**src/design/fct_pkg.sv**
```systemverilog
// Shared types and codes for the frustum cull tester.
// Holds the item structs, the controller/datapath command and status structs and op codes.
// No dependencies.
package fct_pkg;

  localparam int OP_W  = 4;
  localparam int CNT_W = 7;

  localparam logic [1:0] REQ_LOAD   = 2'd0;
  localparam logic [1:0] REQ_BOX    = 2'd1;
  localparam logic [1:0] REQ_SPHERE = 2'd2;
  localparam logic [1:0] REQ_NONE   = 2'd3;

  localparam logic [OP_W-1:0] OP_IDLE     = 4'd0;
  localparam logic [OP_W-1:0] OP_CAPTURE  = 4'd1;
  localparam logic [OP_W-1:0] OP_LOAD_ROW = 4'd2;
  localparam logic [OP_W-1:0] OP_PSUM     = 4'd3;
  localparam logic [OP_W-1:0] OP_SHIFT    = 4'd4;
  localparam logic [OP_W-1:0] OP_SQ       = 4'd5;
  localparam logic [OP_W-1:0] OP_SQRT     = 4'd6;
  localparam logic [OP_W-1:0] OP_LEN      = 4'd7;
  localparam logic [OP_W-1:0] OP_DIV_INIT = 4'd8;
  localparam logic [OP_W-1:0] OP_DIV_STEP = 4'd9;
  localparam logic [OP_W-1:0] OP_DIV_FIN  = 4'd10;
  localparam logic [OP_W-1:0] OP_STORE    = 4'd11;
  localparam logic [OP_W-1:0] OP_TERM     = 4'd12;

  typedef struct packed {
    logic [1:0]         req_type;
    logic [1:0]         row_index;
    logic signed [31:0] val_a;
    logic signed [31:0] val_b;
    logic signed [31:0] val_c;
    logic signed [31:0] val_d;
    logic [30:0]        half_x;
    logic [30:0]        half_y;
    logic [30:0]        half_z;
  } in_t;

  typedef struct packed {
    logic resp_kind;
    logic visible;
  } out_t;

  typedef struct packed {
    logic [OP_W-1:0]  op;
    logic [2:0]       k;
    logic [1:0]       j;
    logic [CNT_W-1:0] cnt;
    logic             box;
  } cmd_t;

  typedef struct packed {
    logic shift_more;
    logic len_big;
    logic acc_neg;
  } stat_t;

endpackage

```
**src/design/fct_ctrl.sv**
```systemverilog
// Controller of the frustum cull tester: sequences loads, plane rebuilds and tests,
// and owns the handshake and the result register. Depends on fct_pkg.
module fct_ctrl #(
  parameter int WORD_WIDTH = 32,
  parameter int FRAC_BITS  = 16
) (
  input  logic           clk,
  input  logic           rst_n,
  input  logic           in_valid,
  output logic           in_ready,
  input  logic [1:0]     in_req,
  output logic           out_valid,
  input  logic           out_ready,
  output fct_pkg::out_t  out_data,
  output fct_pkg::cmd_t  cmd,
  input  fct_pkg::stat_t stat
);

  localparam logic [3:0] S_IDLE  = 4'd0;
  localparam logic [3:0] S_LOAD  = 4'd1;
  localparam logic [3:0] S_PSUM  = 4'd2;
  localparam logic [3:0] S_SHIFT = 4'd3;
  localparam logic [3:0] S_SQ    = 4'd4;
  localparam logic [3:0] S_SQRT  = 4'd5;
  localparam logic [3:0] S_LEN   = 4'd6;
  localparam logic [3:0] S_CHK   = 4'd7;
  localparam logic [3:0] S_DIVI  = 4'd8;
  localparam logic [3:0] S_DIVS  = 4'd9;
  localparam logic [3:0] S_DIVF  = 4'd10;
  localparam logic [3:0] S_STORE = 4'd11;
  localparam logic [3:0] S_TEST  = 4'd12;

  localparam logic [fct_pkg::CNT_W-1:0] DIV_LAST =
    fct_pkg::CNT_W'(WORD_WIDTH + FRAC_BITS - 1);

  logic [3:0]                state_r, state_nxt;
  logic [2:0]                k_r, k_nxt;
  logic [1:0]                j_r, j_nxt;
  logic [fct_pkg::CNT_W-1:0] cnt_r, cnt_nxt;
  logic                      box_r, box_nxt;
  logic                      out_valid_r, out_valid_nxt;
  fct_pkg::out_t             out_data_r, out_data_nxt;

  assign in_ready  = (state_r == S_IDLE) && !out_valid_r;
  assign out_valid = out_valid_r;
  assign out_data  = out_data_r;

  always_comb begin
    state_nxt     = state_r;
    k_nxt         = k_r;
    j_nxt         = j_r;
    cnt_nxt       = cnt_r;
    box_nxt       = box_r;
    out_valid_nxt = out_valid_r && !out_ready;
    out_data_nxt  = out_data_r;
    cmd.op        = fct_pkg::OP_IDLE;
    cmd.k         = k_r;
    cmd.j         = j_r;
    cmd.cnt       = cnt_r;
    cmd.box       = box_r;
    unique case (state_r)
      S_IDLE: begin
        if (in_valid && in_ready) begin
          cmd.op  = fct_pkg::OP_CAPTURE;
          k_nxt   = 3'd0;
          cnt_nxt = '0;
          box_nxt = (in_req == fct_pkg::REQ_BOX);
          case (in_req)
            fct_pkg::REQ_LOAD: state_nxt = S_LOAD;
            fct_pkg::REQ_NONE: begin
              out_valid_nxt = 1'b1;
              out_data_nxt  = '0;
            end
            default: state_nxt = S_TEST;
          endcase
        end
      end
      S_LOAD: begin
        cmd.op    = fct_pkg::OP_LOAD_ROW;
        state_nxt = S_PSUM;
      end
      S_PSUM: begin
        cmd.op    = fct_pkg::OP_PSUM;
        state_nxt = S_SHIFT;
      end
      S_SHIFT: begin
        cmd.op = fct_pkg::OP_SHIFT;
        if (!stat.shift_more) begin
          cnt_nxt   = '0;
          state_nxt = S_SQ;
        end
      end
      S_SQ: begin
        cmd.op = fct_pkg::OP_SQ;
        if (cnt_r == fct_pkg::CNT_W'(2)) begin
          cnt_nxt   = '0;
          state_nxt = S_SQRT;
        end else begin
          cnt_nxt = cnt_r + 1'b1;
        end
      end
      S_SQRT: begin
        cmd.op = fct_pkg::OP_SQRT;
        if (cnt_r == fct_pkg::CNT_W'(31)) state_nxt = S_LEN;
        else cnt_nxt = cnt_r + 1'b1;
      end
      S_LEN: begin
        cmd.op    = fct_pkg::OP_LEN;
        state_nxt = S_CHK;
      end
      S_CHK: begin
        j_nxt     = 2'd0;
        state_nxt = stat.len_big ? S_DIVI : S_STORE;
      end
      S_DIVI: begin
        cmd.op    = fct_pkg::OP_DIV_INIT;
        cnt_nxt   = '0;
        state_nxt = S_DIVS;
      end
      S_DIVS: begin
        cmd.op = fct_pkg::OP_DIV_STEP;
        if (cnt_r == DIV_LAST) state_nxt = S_DIVF;
        else cnt_nxt = cnt_r + 1'b1;
      end
      S_DIVF: begin
        cmd.op = fct_pkg::OP_DIV_FIN;
        if (j_r == 2'd3) begin
          state_nxt = S_STORE;
        end else begin
          j_nxt     = j_r + 2'd1;
          state_nxt = S_DIVI;
        end
      end
      S_STORE: begin
        cmd.op = fct_pkg::OP_STORE;
        if (k_r == 3'd5) begin
          state_nxt     = S_IDLE;
          out_valid_nxt = 1'b1;
          out_data_nxt  = '0;
        end else begin
          k_nxt     = k_r + 3'd1;
          state_nxt = S_PSUM;
        end
      end
      S_TEST: begin
        cmd.op = fct_pkg::OP_TERM;
        if (cnt_r[2:0] == 3'd7) begin
          cnt_nxt = '0;
          if (stat.acc_neg || k_r == 3'd5) begin
            state_nxt              = S_IDLE;
            out_valid_nxt          = 1'b1;
            out_data_nxt.resp_kind = 1'b1;
            out_data_nxt.visible   = !stat.acc_neg;
          end else begin
            k_nxt = k_r + 3'd1;
          end
        end else begin
          cnt_nxt = cnt_r + 1'b1;
        end
      end
      default: state_nxt = S_IDLE;
    endcase
  end

  always_ff @(posedge clk) begin
    if (!rst_n) begin
      state_r     <= S_IDLE;
      k_r         <= '0;
      j_r         <= '0;
      cnt_r       <= '0;
      box_r       <= 1'b0;
      out_valid_r <= 1'b0;
    end else begin
      state_r     <= state_nxt;
      k_r         <= k_nxt;
      j_r         <= j_nxt;
      cnt_r       <= cnt_nxt;
      box_r       <= box_nxt;
      out_valid_r <= out_valid_nxt;
    end
  end

  always_ff @(posedge clk) begin
    out_data_r <= out_data_nxt;
  end

endmodule

```
**config.mk**
```make
export PLATFORM = sky130hd
export DESIGN_NAME = fct_ctrl
export DESIGN_NICKNAME = d
export VERILOG_FILES = /design/src/design/fct_pkg.sv /design/src/design/fct_ctrl.sv
export SDC_FILE = /design/constraint.sdc
export NUM_CORES = 1
export LEC_CHECK = 0
export ABC_AREA = 0
export BUFFER_PORTS_ARGS = -buffer_cell sky130_fd_sc_hd__buf_2
export CORE_ASPECT_RATIO = 0.6
export CORE_MARGIN = 4
export CORE_UTILIZATION = 40
export CTS_CLUSTER_SIZE = 12
export DETAILED_ROUTE_END_ITERATION = 10
export PLACE_DENSITY_LB_ADDON = 0.15
export SLEW_MARGIN = 15
export SYNTH_ARGS = -nofsm -noshare
export SYNTH_HDL_FRONTEND = slang
export SYNTH_SLANG_ARGS = --single-unit
```
**constraint.sdc**
```tcl
create_clock -name clk -period 3 [get_ports clk]
set_input_delay 0.3 -clock clk [delete_from_list [all_inputs] [get_ports clk]]
set_output_delay 0.3 -clock clk [all_outputs]
set_load 0.1 [all_outputs]
```
== Yosys cells after proc, flatten, opt, wreduce, memory -nomap -nowiden ==
Index checks and enable logic that the tools add are counted.

* Register bits: 20
* Logic and storage cells: 104

* Add/subtract/negate cells: 3
* Reduce and logical (&&, ||, !) cells: 18
* Multiplexer cells: 40
* Eq/ne operators: 35

{| class="wikitable"
|+ Operators by type and width
! cell !! number
|-
| $pmux W4 S13 || 1
|-
| $pmux W7 S7 || 1
|-
| $pmux W4 S12 || 1
|-
| $mux W7 || 6
|-
| $mux W4 || 7
|-
| $ne A2 B2 Y1 const B || 13
|-
| $eq A4 B4 Y1 const B || 5
|-
| $mux W2 || 9
|-
| $eq A4 B3 Y1 const B || 4
|-
| $mux W3 || 4
|-
| $reduce_and A5 Y1 || 2
|-
| $pmux W3 S3 || 1
|-
| $eq A4 B2 Y1 const B || 2
|-
| $pmux W4 S2 || 1
|-
| $reduce_and A8 Y1 || 1
|-
| $add A7 B1 Y7 const B || 1
|-
| $eq A7 B2 Y1 const B || 1
|-
| $eq A7 B5 Y1 const B || 1
|-
| $eq A7 B6 Y1 const B || 1
|-
| $reduce_bool A7 Y1 || 1
|-
| $eq A3 B3 Y1 const B || 2
|-
| $mux W1 || 6
|-
| $pmux W2 S3 || 1
|-
| $reduce_and A6 Y1 || 1
|-
| other kinds (16) || 23
|}

== Logic depth before layout (Yosys ltp) ==
* Depth after elaboration: 5
* Mapped depth: 8

== Least setup slack after synthesis ==
Ideal clock, no wire load.

* Kind: register to output
* Start point: reg state_r[3]
* End point: out cmd[15] (netlist name)
* Required time: 2700 ps
* Cell stages (with the launch flop): 5
* Arrival: 2777 ps
* Path slack: -77 ps
* Cell sequence: dfxtp_1 buf_6 inv_2 nand2_1 o21ai_0

{| class="wikitable"
|+ RTL lines
! element !! line !! source
|-
| start: declaration || fct_ctrl.sv:36 || <nowiki>logic [3:0] state_r, state_nxt;</nowiki>
|-
| start signal: assignment || fct_ctrl.sv:174 || <nowiki>state_r <= state_nxt;</nowiki>
|-
| end: declaration || fct_ctrl.sv:15 || <nowiki>output fct_pkg::cmd_t cmd,</nowiki>
|}

==> results_dict.tcl <==
set metrics [dict create \
    vias_per_cell 5.783 \
    finalHoldViolCount 0 \
    crit_path_cell_trace "nand2b_1, o211ai_1, buf_2" \
    fillers 386 \
    report.final.slew_viol_count 0 \
    cts-buffers-inserted 3 \
    synth.distinct_cells 60 \
    worstMarginPinSlew_ns 1.001 \
    cp_max_fo 23 \
    grt_max_degree 26 \
    synth-seq-cells 20 \
    slowest_delay_ns 0.88 \
    synth-seq-area-share_pct 26.37 \
    yosysWarnings 0 \
    cts_resized 0 \
    r2r-start "state_r[0]" \
    run_status "complete, no violations" \
    io_pins 30 \
    synth_area_um2 1594 \
    synth_flop_cell "dfxtp_1" \
    hold_buffers 0 \
    htreeDepth 1 \
    antenna_found_initial 0 \
    fin_nets 236 \
    start_util_pct 42.58 \
    rsz0062_at_grt "no" \
    min_period_ns 2.492 \
    hold_class "input port to flop" \
    synth_cells 198 \
    fin_crit_sh_pct 83.07 \
    power.leakage_nw 0.7385 \
    dieHeight_um 56.90 \
    setup_viol_count_final 0 \
    dieArea_um2 5092 \
    worstSetupStartpointType "flop" \
    die_w_um 89.50 \
    wl_per_cell_um 15.67 \
    setup_ws_ns 0.5079 \
    clk_pin_slew_ns 0.08 \
    arrival_ns 2.19 \
    fp.coreArea_um2 3744 \
    dr.pass1.iters 4 \
    clock_latency_ns 0.27 \
    final_cell_mix "buf_2, nor2_1, nand2_1, dfxtp_1, a21oi_1" \
    synth_edf_count 2 \
    drt-initial-drc-count 147 \
    cp_top_family "flip-flops" \
    ys_async_sr_fraction_pct 0 \
    cts-root-buf "clkbuf_8" \
    clockBufferDepth 2 \
    row_count 17 \
    max_clock_freq_mhz 401.3 \
    cts.sinks 20 \
    min-delay-start "stat[0]" \
    maxSlewHeadroom_pct 33.17 \
    syn_avg_cell_area_um2 8.051 \
    endpoint_kind "output pin" \
    layout_commonest_cell "buf_2" \
    grt_overflow 0 \
    cp_num_buf_inv 1 \
    power.density_nw_per_um2 1224 \
    clock_skew_ns 0.004244 \
    wl_mm 4.184 \
    crit_path_top_delay_cell "dfxtp_1" \
    cp-startpoint "state_r[0]" \
    port_buffers 29 \
    area_delta_synth_final_pct 13.19 \
    grt_usage_pct 16.93 \
    syn_nets 213 \
    required_ns 2.70 \
    postRouteAntennaNets 0 \
    antenna_cells 0 \
    cts_setup_buffers 0 \
    place_hpwl_mm 3.209 \
    worstSetupPathType "flop to output pin" \
    post-route-drc-count 0 \
    vdd_drop_max_mv 0.7795 \
    max_cap_viol_count 0 \
    tns_ns 0 \
    via_count 1544 \
    grt_pass1_vias 1410 \
    cts_tree "built" \
    drive_gt1_share_pct 23.64 \
    gp_congestion 0.8542 \
    pre_cts_ws_ns 0.7033 \
    grt_pass1_wl_mm 6.858 \
]
per-layer routing:
layer / up-vias / part of all wire (%) / GRT usage (%)
li1: 776 / - / -
met1: 731 / 52 / 25.76
met2: 35 / 43 / 25.18
met5: - / 0 / 0
met4: 0 / 0.22 / 1.486
met3: 2 / 5.6 / 3.666
cell families (layout without fill, tap and decap cells):
kind of cell               Yosys count  after routing  share of synthesized area [%]
muxes                                4              4                          2.512
xor gates and xnor gates             3              3                          1.649
AOI/OAI and AO/OA                   57             57                          26.76
and+or+nand+nor                     86             86                          31.00
DFF                                 20             20                          26.37
adders and majority gates            6              6                          4.709
buffers and inverters               22             44                          6.985
cells in the mapped netlist, drive strengths merged (2+ instances only):
cell / n / area [µm²]
nand3: 7 / 35.03
edfxtp: 2 / 60.06
ha: 6 / 75.07
a21o: 2 / 15.01
buf: 8 / 56.29
a21oi: 15 / 75.07
nand4bb: 2 / 22.52
nand4: 2 / 12.51
o21a: 2 / 15.01
nor4: 4 / 46.29
nor3: 9 / 55.05
mux2i: 4 / 40.04
or2: 2 / 12.52
o21bai: 2 / 15.01
clkbuf: 5 / 18.77
nor2: 20 / 75.07
xnor2: 2 / 17.52
inv: 9 / 36.29
and2: 2 / 12.51
o211ai: 3 / 22.52
dfxtp: 18 / 360.4
a32o: 4 / 40.04
a211oi: 3 / 27.52
nand2: 19 / 73.82
nor3b: 2 / 25.02
o21ai: 10 / 50.05
nor2b: 4 / 25.02
nand2b: 7 / 43.79
a211o: 4 / 35.03
layout make-up:
class,instances,area (µm²),share of cell area (%)
Timing Repair Buffer,31,160.2,8.877
Clock buffer,4,66.31,3.675
Inverter,9,36.28,2.011
Multi-Input combinational cell,156,1062,58.88
Tap cell,47,58.81,3.259
Sequential cell,20,420.4,23.30
per-stage QoR:
stage          util, %  std cells  hold WS, ns  total power, mW  area [µm²]
2_1_floorplan        -        198       0.4323            1.736        1594
3_3_place_gp     46.42        263       0.4398            1.939        1738
3_5_place_dp     46.42        263       0.4475            1.961        1738
4_1_cts          48.20        267       0.3388            2.207        1804
5_1_grt          48.20        267       0.3471            2.337        1804
6_report         48.20        267       0.3388            2.209        1804
power breakdown:
| group | internal [mW] | leakage, nW | switching [mW] |
|---|---|---|---|
| Sequential | 0.328 | 0.165 | 0.175 |
| Combinational | 0.434 | 0.539 | 1.03 |
| Clock | 0.145 | 0.0339 | 0.101 |
path summary, 6_finish.rpt:
check,depth (start not counted),slack (ns),endpoint
worst max-delay path,3,0.51,cmd[13]
worst max register to register,5,0.67,cnt_r[1]
worst min-delay path,2,0.34,out_data[0]
worst min register to register,2,0.45,box_r
sequential cells by signal (all words and copies together), names as in the netlist:
name and count:
box_r 1, cnt_r 7, j_r 2, k_r 3
out_data 2, out_valid 1, state_r 4
(Power assumes the default switching activity.)
